File: src/hw/rtl/dfa_sa_pkg.sv
// Shared types and constants for the table-driven DFA string acceptor.
`timescale 1ns / 1ps
package dfa_sa_pkg;

  localparam int STATE_COUNT  = 64;
  localparam int SYMBOL_COUNT = 256;

  // Field widths of the channel payload
  localparam int OP_W    = 2;
  localparam int STATE_W = 6;
  localparam int SYM_W   = 8;

  // Index widths into the edge table and the accepting marks
  localparam int ST_CLOG = (STATE_COUNT > 1) ? $clog2(STATE_COUNT) : 1;
  localparam int SY_CLOG = (SYMBOL_COUNT > 1) ? $clog2(SYMBOL_COUNT) : 1;
  localparam int ST_IW   = (ST_CLOG < STATE_W) ? ST_CLOG : STATE_W;
  localparam int SYM_IW  = (SY_CLOG < SYM_W) ? SY_CLOG : SYM_W;
  localparam int ADDR_W  = ST_IW + SYM_IW;
  localparam int TBL_DEPTH = 1 << ADDR_W;
  localparam int MARK_N    = 1 << ST_IW;
  localparam int ENTRY_W   = STATE_W + 1;

  // Command queue between front and back
  localparam int Q_DEPTH = 4;
  localparam int Q_PTR_W = $clog2(Q_DEPTH);
  localparam int Q_CNT_W = Q_PTR_W + 1;

  typedef enum logic [OP_W-1:0] {
    OP_SET  = 2'd0,
    OP_MARK = 2'd1,
    OP_FEED = 2'd2,
    OP_END  = 2'd3
  } op_t;

  typedef enum logic [1:0] {
    BK_CLEAR,
    BK_RUN,
    BK_LOOKUP
  } back_st_t;

  // Classified command: ok says the fields are in range for the op
  typedef struct packed {
    op_t                op;
    logic               ok;
    logic [ST_IW-1:0]   src;
    logic [STATE_W-1:0] dst;
    logic [SYM_IW-1:0]  sym;
  } cmd_t;

  typedef struct packed {
    logic full;
    logic empty;
  } q_stat_t;

  typedef struct packed {
    logic clearing;
  } back_stat_t;

endpackage

File: src/hw/rtl/dfa_sa_queue.sv
// Short command queue decoupling the front end from the table engine.
`timescale 1ns / 1ps
module dfa_sa_queue (
  input  logic                clk,
  input  logic                rst_n,
  input  logic                push,
  input  dfa_sa_pkg::cmd_t    cmd_in,
  input  logic                pop,
  output dfa_sa_pkg::cmd_t    cmd_out,
  output dfa_sa_pkg::q_stat_t q_stat
);
  import dfa_sa_pkg::*;

  cmd_t               slot_r [Q_DEPTH];
  logic [Q_PTR_W-1:0] wr_ptr_r, wr_ptr_nxt;
  logic [Q_PTR_W-1:0] rd_ptr_r, rd_ptr_nxt;
  logic [Q_CNT_W-1:0] cnt_r, cnt_nxt;

  assign q_stat.full  = cnt_r == Q_CNT_W'(Q_DEPTH);
  assign q_stat.empty = cnt_r == '0;
  assign cmd_out      = slot_r[rd_ptr_r];

  always_comb begin
    wr_ptr_nxt = push ? Q_PTR_W'(wr_ptr_r + 1'b1) : wr_ptr_r;
    rd_ptr_nxt = pop ? Q_PTR_W'(rd_ptr_r + 1'b1) : rd_ptr_r;
    priority case ({push, pop})
      2'b10:   cnt_nxt = Q_CNT_W'(cnt_r + 1'b1);
      2'b01:   cnt_nxt = Q_CNT_W'(cnt_r - 1'b1);
      default: cnt_nxt = cnt_r;
    endcase
  end

  always_ff @(posedge clk) begin
    if (!rst_n) begin
      wr_ptr_r <= '0;
      rd_ptr_r <= '0;
      cnt_r    <= '0;
    end else begin
      wr_ptr_r <= wr_ptr_nxt;
      rd_ptr_r <= rd_ptr_nxt;
      cnt_r    <= cnt_nxt;
    end
  end

  always_ff @(posedge clk) begin
    if (push) begin
      slot_r[wr_ptr_r] <= cmd_in;
    end
  end

endmodule

File: config.mk
export PLATFORM = sky130hd
export DESIGN_NAME = dfa_sa_queue
export DESIGN_NICKNAME = d
export VERILOG_FILES = /design/src/hw/rtl/dfa_sa_pkg.sv /design/src/hw/rtl/dfa_sa_queue.sv
export SDC_FILE = /design/constraint.sdc
export NUM_CORES = 1
export LEC_CHECK = 0
export ABC_AREA = 1
export BUFFER_PORTS_ARGS = -buffer_cell sky130_fd_sc_hd__buf_4
export CORE_MARGIN = 3
export CORE_UTILIZATION = 45
export DETAILED_ROUTE_END_ITERATION = 16
export HOLD_SLACK_MARGIN = 0.02
export PLACE_DENSITY = 0.72
export RECOVER_POWER = 50
export SYNTH_ARGS = -nofsm -noshare
export SYNTH_HDL_FRONTEND = slang
export SYNTH_SLANG_ARGS = --single-unit
export TNS_END_PERCENT = 50
File: constraint.sdc
create_clock -name clk -period 3.25 [get_ports clk]
set_input_delay 0.65 -clock clk [delete_from_list [all_inputs] [get_ports clk]]
set_output_delay 0.65 -clock clk [all_outputs]
set_load 0.05 [all_outputs]
## After elaboration in Yosys (flattened, before gate mapping)

Memories as Yosys holds them, arrays and structs flattened. A register that Yosys moved wholly into a read port is not among the register bits.
Index checks and enable logic that the tools add are counted.

| operators by class | value |
|---|---|
| equality and inequality tests | 3 |
| $add $sub $neg | 4 |
| reduce and logical (&&, ||, !) cells | 2 |
| mux-type cells | 5 |

Operators with widths:

| operator | number |
|---|---|
| $pmux 3 s2 | 1 |
| $add 2x1->2 const B | 2 |
| $mux 2 | 2 |
| $add 3x1->3 const B | 1 |
| $eq 3x3->1 const B | 1 |
| $logic_not 3->1 | 1 |
| $sub 3x1->3 const B | 1 |
| $eq 2x1->1 const B | 1 |
| $eq 2x2->1 const B | 1 |
| $mux 1 | 2 |
| $reduce_bool 2->1 | 1 |

| word-level totals | value |
|---|---|
| flip-flop bits (word level) | 7 |
| memory bits (writable) | 92 |
| memories kept | 1 |
| input bits | 27 |

Memory list:

| name | words | bits a word | rd ports | clocked after Yosys merged registers in | write ports | line | text |
|---|---|---|---|---|---|---|---|
| slot_r | 4 | 23 | 1 | 1 | 1 | dfa_sa_queue.sv:14 | `cmd_t slot_r [Q_DEPTH];` |

## Longest topological paths before layout

Gate-level depths: netlist of run 1.

| logic depth | value |
|---|---|
| depth in word-level cells | 3 |
| gate-level depth with buffers | 10 |

## Worst setup path before layout of run 1

No wires, ideal clock.

| timing | value |
|---|---|
| path kind | flip-flop to output port |
| start | register (tool-made name) |
| end | output cmd_out[2] in the netlist's numbering |
| cell stages (with the launch flop) | 6 |
| slack | 1125 ps |
| arrival | 1475 ps |
| data required time | 2600 ps |
| path buffers | 2 |
| cells stage by stage | dfxtp_1 > buf_6 > inv_12 > buf_12 > o21ai_2 > o22ai_1 |

RTL lines:

| item | line | text |
|---|---|---|
| end, declared | dfa_sa_queue.sv:9 | `output dfa_sa_pkg::cmd_t cmd_out,` |

==> flow_summary.ini, run 1 <==
[status]
status = finished, final reports clean

[global_routing]
grt_remaining_overflow = 0
grt_pass1_vias = 2308
grt_pass1_wl_um = 11900
antenna_found_initial = 0
grt_max_degree = 47
globalRouteTotalUtil_pct = 15.2

[finish]
syn_to_final_growth_pct = 11.9
antenna_cells = 0
final_nets = 367
drive_gt1_share_pct = 31.6

[drt]
routed_via_density = 5.27
drc = 0
vias = 2357
dr.pass1.iters = 4
wl_per_cell_um = 16.6
drtAntennaViolNets = 0
dr.first_iter.drc_count = 119
routed_wl_um = 7420

[yosys]
synthFlopType = edfxtp_1
yosys_warnings = 0
synthArstFlopShare_pct = 0
synth_top_family_by_area = compound AO/OA/AOI/OAI gates
synth_seq_area_share_pct = 70.4
synth_cells = 279
synth_edf_count = 92
ys_ff_latch = 101
synth_compound_area_share_pct = 14.2
synthSimpleGateAreaFrac_pct = 7.81
synth_fp_nets = 312
yosysTopAreaCell = edfxtp_1
synthAdderAreaFrac_pct = 1.98
synth.area.mux_share_pct = 0
yosys.area_share.xor_xnor_pct = 0
synth_top_area_share_pct = 66.1
synthTopCellsByCount = edfxtp_1, o21ai_0, nor2_1, nor2_2, o21ai_2
synth_cell_types = 26
synth_most_common_cell = edfxtp_1
syn_avg_cell_area_um2 = 15.0
synthTopCellsByArea = edfxtp_1, o22ai_2, dfxtp_1, o21ai_0, o21ai_2
syn-cell-area_um2 = 4180

[clock_tree]
hold_buffers = 0
cts_htree_levels = 3
ctsResizeCount = 0
cts_buffers = 9
post_cts_buffers = 0
cts_root_buf = clkbuf_8
clock_latency_ps = 360
clk_pin_slew_ps = 100
clkSinkCount = 101
clock_path_buffers = 2
cts_tree = built

[sta]
hold_viol_final = 0
fin_crit_sh_pct = 83.1
min_period_ps = 2700
finalHoldWorstSlack_ps = 462
drv_slew = 0
max-slew-margin-rel_pct = 3.99
worst_slew_pin_slew_ps = 1440
fmax_mhz = 370
setup_tns_ps = 0
setup_viol = 0
skew_ps = 10.6
rsz0062_at_grt = false

[job]
cap_violations = 0

[setup_path]
cp_top_family = flip-flops
cp_num_buf_inv = 2
crit_type = register to output port
path_common_cell = buf_4
start_kind = register
crit_path_max_incr_delay_ps = 820
cp.arrival_ps = 2050
critPathMaxFanout = 35
crit_required_ps = 2600
endpoint_kind = output port
critPathSlowestCell = dfxtp_2
crit_chain = buf_4 -> o21ai_0 -> o22ai_1 -> buf_4

[die]
initial_core_util_pct = 47.0
io_pins = 52
die_area_um2 = 10500
row_count = 34
die_x_um = 102
core-area_um2 = 8890
dieHeight_um = 102

[placed_design]
gp_congestion = 0.754
post-dp-hpwl_um = 4580
port_buffers = 51

[power]
ir_drop_mv = 0.297
p_leak_nw = 1.63
power.density_nw_per_um2 = 578

[worst_hold_path]
hp-class = register to register
## cells in the final DEF (no fill, tap or decap), types with 4 or more instances in the layout
cell / Yosys / final
o21ai_0: 35 / 35
a21oi_1: 5 / 5
inv_1: 13 / 14
nor2_1: 26 / 26
clkbuf_8: 0 / 9
edfxtp_1: 92 / 92
buf_4: 1 / 32
o22ai_2: 16 / 16
nor2_4: 6 / 6
ha_1: 5 / 5
o22ai_1: 7 / 7
nor2_2: 17 / 17
o21ai_2: 17 / 17
nand2_1: 9 / 9
clkbuf_1: 0 / 25
dfxtp_1: 9 / 8
inv_6: 0 / 4
## worst paths after layout
check	start	to	slack (ps)	cells after the start
hold / removal	rd_ptr_r[1]$_SDFFE_PN0P_	rd_ptr_r[1]$_SDFFE_PN0P_	460	1
hold reg to reg	rd_ptr_r[1]$_SDFFE_PN0P_	rd_ptr_r[1]$_SDFFE_PN0P_	460	1
setup / recovery	register	cmd_out[2]	550	4
setup reg to reg	wr_ptr_r[0]$_SDFFE_PN0P_	slot_r[3][3]$_DFFE_PP_	1190	4
## cell type report
cell class                 count  area, µm²
tap                          108        135
sequential                   101       2940
fill                         733       4210
multi-input combinational    148       1000
clock buffer                   9        124
clock inverter                 7       61.3
inverter                      17       76.3
timing repair buffer          57        334
## kinds of logic after synthesis
| family | count (synthesis) |
|---|---|
| buf+inv | 30 |
| flops | 101 |
| fa+ha+maj | 6 |
| simple gates | 62 |
| compound gates | 80 |
## sequential cells by signal (all words and copies together), names as in the netlist, named ones only
name,flops
cnt_r,3
rd_ptr_r,2
slot_r,92
wr_ptr_r,2
## per-layer routing
metal,vias to the layer above,routed length (µm),global-route usage [%]
li1,1129,-,-
met1,1162,3100,19.6
met2,57,3780,24.7
met3,9,442,3.62
met4,0,98,6.36
met5,-,0,0
## metrics by stage
step                instance area [µm²]  total power (W)  util (%)  cells  setup WS, ps
floorplan                          4180          0.00187         -    279          1130
global placement                   4590          0.00199      51.6    431           978
detailed placement                 4590          0.00201      51.6    431           946
CTS                                4770          0.00275      53.7    447           525
global route                       4680          0.00282      52.6    447           365
finish                             4680          0.00271      52.6    447           549
## power breakdown
| part | internal [W] | switching (W) |
|---|---|---|
| Sequential | 0.00148 | 0.0000309 |
| Combinational | 0.000131 | 0.000320 |
| Clock | 0.000298 | 0.000449 |
Note: power is estimated with default switching activity, not from simulation.
==> run 2, diff against run 1 <==
- ABC_AREA: 1 -> 0
- PLACE_DENSITY: 0.72 -> 0.73
- clock period: 3.25 -> 2.82 ns (I/O delays scaled with it)
==> flow_summary.ini, run 2 <==
[status]
status = finished, final reports clean

[die]
initial_core_util_pct = 47.7
dieHeight_um = 97.9
die_area_um2 = 9590
core-area_um2 = 7970
die_x_um = 97.9
row_count = 32
io_pins = 52

[sta]
worst_slew_pin_slew_ps = 698
fin_crit_sh_pct = 86.3
hold_viol_final = 0
drv_slew = 0
skew_ps = 6.03
setup_viol = 0
fin_ws_ps = 385
rsz0062_at_grt = false
setup_tns_ps = 0
min_period_ps = 2430
fmax_mhz = 411
max-slew-margin-rel_pct = 53.5

[yosys]
yosys_warnings = 0
synthArstFlopShare_pct = 0
synth_fp_nets = 199
ys_ff_latch = 101
syn-cell-area_um2 = 3800
synth_cell_types = 21
synth_cells = 166
synthTopCellsByCount = edfxtp_1, mux4_2, and2_1, dfxtp_1, inv_1
synth_edf_count = 92
synth_top_area_share_pct = 72.6
synthFlopType = edfxtp_1
synthTopCellsByArea = edfxtp_1, mux4_2, dfxtp_1, mux4_1, and2_1
synth_seq_area_share_pct = 77.4
syn_avg_cell_area_um2 = 22.9
synth_most_common_cell = edfxtp_1
yosysTopAreaCell = edfxtp_1

[finish]
final_cell_mix = edfxtp_1, buf_4, clkbuf_1
final_nets = 264
syn_to_final_growth_pct = 16.6
top_regs = slot_r x92, cnt_r x3
regMostFlops = slot_r
largest_register_ffs = 92
drive_gt1_share_pct = 29.4
antenna_cells = 0
final_common_cell = edfxtp_1

[clock_tree]
clock_latency_ps = 350
hold_buffers = 0
cts_root_buf = clkbuf_8
clkSinkCount = 101
cts_tree = built
clock_path_buffers = 2
cts_buffers = 9
clk_pin_slew_ps = 80
post_cts_buffers = 0
ctsResizeCount = 0
cts_htree_levels = 3

[global_routing]
grt_pass1_vias = 1906
grt_max_degree = 24
antenna_found_initial = 0
grt_remaining_overflow = 0
globalRouteTotalUtil_pct = 14.0
grt_pass1_wl_um = 10100

[worst_hold_path]
hp-class = input pin to register
hp-start = cmd_in[12]

[drt]
routed_wl_um = 6330
dr.pass1.iters = 4
drtAntennaViolNets = 0
drc = 0
routed_via_density = 5.20
vias = 1754
wl_per_cell_um = 18.8
dr.first_iter.drc_count = 67

[power]
p_comb_share_pct = 17.0
intPower_w = 0.00231
power.density_nw_per_um2 = 707
power_frac_clock_pct = 27.4
seqPwrFrac_pct = 55.6
finalPower_w = 0.00314
ir_drop_mv = 0.271
p_leak_nw = 1.47
power_switching_w = 0.000828
p_sw_share_pct = 26.4

[placed_design]
port_buffers = 51
dpl_worst_slack_ps = 726
post-dp-hpwl_um = 4320
gp_congestion = 0.711

[job]
cap_violations = 0

[setup_path]
cp.arrival_ps = 1870
r2r-start = wr_ptr_r[0]$_SDFFE_PN0P_
critPathMaxFanout = 14
crit_required_ps = 2260
start_kind = register
endpoint_kind = output port
crit_type = register to output port
## run 2: cell count changes after synthesis, sizes merged, moves of 7 or more
cell and delta:
nor2 -49, inv -11, mux4 +23, nand2 -7, and2 +10, o21ai -50
o22ai -23
## run 2: area by class of cell
| cell class | instances | area, µm² |
|---|---|---|
| sequential | 101 | 2940 |
| timing repair buffer | 59 | 374 |
| fill | 627 | 3530 |
| clock inverter | 6 | 65.1 |
| inverter | 6 | 22.5 |
| multi-input combinational | 54 | 777 |
| tap | 102 | 128 |
| clock buffer | 9 | 124 |
## run 2: metal layers
metal	track usage (%)	part of all wire, %
met4	7.03	2.2
met2	23.7	52
met5	0	0
met3	3.36	5.5
met1	16.8	40
## run 2: path summary, 6_finish.rpt
path                        endpoint  slack [ps]  depth (start not counted)
min reg2reg    cnt_r[2]$_SDFFE_PN0P_         520                          2
max                       cmd_out[6]         390                          3
max reg2reg  slot_r[1][10]$_DFFE_PP_        1170                          3
min          slot_r[2][12]$_DFFE_PP_         460                          1
## run 2: worst max-delay path, stage by stage, from the launching register on
cell and delay [ps]:
dfxtp_2 550, buf_12 220, mux4_2 530, buf_4 210
## run 2: logic make-up (layout without fill, tap and decap cells)
logic type                 Yosys count  after routing  synth area share, %
DFF                                101            101                 77.4
muxes                               24             24                 14.2
buffers and inverters               11             80                 2.20
xor gates and xnor gates             5              5                 1.15
adders and majority gates            6              6                 2.17
and+or+nand+nor                     16             16                 2.47
AOI/OAI and AO/OA                    3              3                0.461
## run 2: power by group through the flow
stage	sequential, W	clock [W]	combinational (W)
floorplan	0.00176	0	0.000392
global placement	0.00177	0	0.000551
detailed placement	0.00178	0	0.000559
CTS	0.00174	0.000891	0.000560
global route	0.00175	0.000953	0.000565
finish	0.00174	0.000858	0.000534
## run 2: metrics by stage
| stage | utilization [%] | hold slack (ps) | cell area (µm²) | cells |
|---|---|---|---|---|
| finish | 55.7 | 464 | 4430 | 337 |
| CTS | 56.8 | 391 | 4530 | 337 |
| global route | 55.7 | 471 | 4430 | 337 |
| floorplan | - | 473 | 3800 | 166 |
| global placement | 54.5 | 495 | 4340 | 322 |
| detailed placement | 54.5 | 509 | 4340 | 322 |
==> run 3, diff against run 2 <==
- RECOVER_POWER: 50 -> unset
==> flow_summary.ini, run 3 (synthesis gave the netlist of run 2 again) <==
[clock_tree]
cts_tree = built
clock_latency_ps = 350
cts_root_buf = clkbuf_8
cts_htree_levels = 3
clk_pin_slew_ps = 90
cts_buffers = 9
clkSinkCount = 101
ctsResizeCount = 0
post_cts_buffers = 0
clock_path_buffers = 2
hold_buffers = 0

[power]
p_leak_nw = 1.56
finalPower_w = 0.00315
power.density_nw_per_um2 = 695
ir_drop_mv = 0.266

[setup_path]
r2r_setup_slack_ps = 1230
critPathSlowestCell = dfxtp_2
crit_type = register to output port
critPathMaxFanout = 14
cp_num_buf_inv = 2
crit_required_ps = 2260
crit_path_max_incr_delay_ps = 550
regToRegEndpoint = slot_r[0][20]$_DFFE_PP_
r2r-start = wr_ptr_r[0]$_SDFFE_PN0P_
start_kind = register
cp.arrival_ps = 1860
crit_chain = buf_12 -> mux4_2 -> buf_4
cp_top_family = flip-flops
endpoint_kind = output port
rr_worst_depth = 4

[placed_design]
gp_congestion = 0.711
post-dp-hpwl_um = 4320
dpl_worst_slack_ps = 726
port_buffers = 51

[finish]
regMostFlops = slot_r
top_regs = slot_r x92, cnt_r x3
final_cell_mix = edfxtp_1, buf_4, mux4_2
multiInputGateArea_um2 = 777
final_nets = 264
seq_area_um2 = 2940
final_util_pct = 56.8
syn_to_final_growth_pct = 19.0
final_common_cell = edfxtp_1
largest_register_ffs = 92
antenna_cells = 0
fillers = 601
drive_gt1_share_pct = 40.0

[die]
io_pins = 52
die_x_um = 97.9
core-area_um2 = 7970
initial_core_util_pct = 47.7
dieHeight_um = 97.9
row_count = 32
die_area_um2 = 9590

[sta]
drv_slew = 0
fin_ws_ps = 396
rsz0062_at_grt = false
worst_slew_pin_slew_ps = 542
max-slew-margin-rel_pct = 63.9
setup_viol = 0
hold_viol_final = 0
min_period_ps = 2420
skew_ps = 7.16
setup_tns_ps = 0
fmax_mhz = 413
fin_crit_sh_pct = 86.0
finalHoldWorstSlack_ps = 413

[drt]
wl_per_cell_um = 18.8
dr.pass1.iters = 4
vias = 1734
drtAntennaViolNets = 0
dr.first_iter.drc_count = 74
routed_wl_um = 6330
drc = 0
routed_via_density = 5.15

[worst_hold_path]
hold_depth = 1
min_to = slot_r[0][5]$_DFFE_PP_
hp-class = input pin to register
hp-start = cmd_in[5]

[global_routing]
antenna_found_initial = 0
grt_remaining_overflow = 0
grt_max_degree = 24
grt_pass1_wl_um = 10100
grt-busiest-layer = met2
grt_pass1_vias = 1906
globalRouteTotalUtil_pct = 14.0
met2_usage_pct = 23.7
use_met1_pct = 16.8
met3_usage_pct = 3.36

[status]
status = finished, final reports clean

[job]
cap_violations = 0
[run 3: final cells by class]
class	count	share of cell area, %
Clock inverter	6	1.44
Inverter	6	0.497
Multi-Input combinational cell	54	17.2
Timing Repair Buffer	59	10.3
Clock buffer	9	2.74
Sequential cell	101	65.0
Tap cell	102	2.82
[run 3: metal layers]
| layer | vias up | share of wire, % |
|---|---|---|
| met1 | 877 | 41 |
| li1 | 794 | - |
| met4 | 0 | 1.5 |
| met3 | 10 | 4.5 |
| met2 | 53 | 53 |
| met5 | - | 0 |
[run 3: worst reg2reg max path, stage by stage, from the launching register on]
cell and delay [ps]:
dfxtp_1 360, inv_1 90, ha_1 150, and2_1 470, buf_12 240
[run 3: per-stage QoR]
step	instances	instance area (µm²)
4_1_cts	337	4530
2_1_floorplan	166	3800
5_1_grt	337	4530
3_5_place_dp	322	4340
3_3_place_gp	322	4340
6_report	337	4530
[run 3: power breakdown]
group          switching, W  total [W]  internal, W
sequential        0.0000309    0.00174      0.00171
clock              0.000453   0.000857     0.000403
combinational      0.000341   0.000549     0.000208
[run 3: worst max path at each step]
| stage | start | endpoint | slack (ps) | cells after the start |
|---|---|---|---|---|
| floorplan | cnt_r[1]$_SDFFE_PN0P_ | q_stat[0] | 860 | 1 |
| global placement | register | cmd_out[7] | 740 | 3 |
| detailed placement | register | cmd_out[6] | 730 | 3 |
| CTS | register | cmd_out[6] | 330 | 3 |
| global route | register | cmd_out[6] | 270 | 3 |
| finish | register | cmd_out[6] | 400 | 3 |
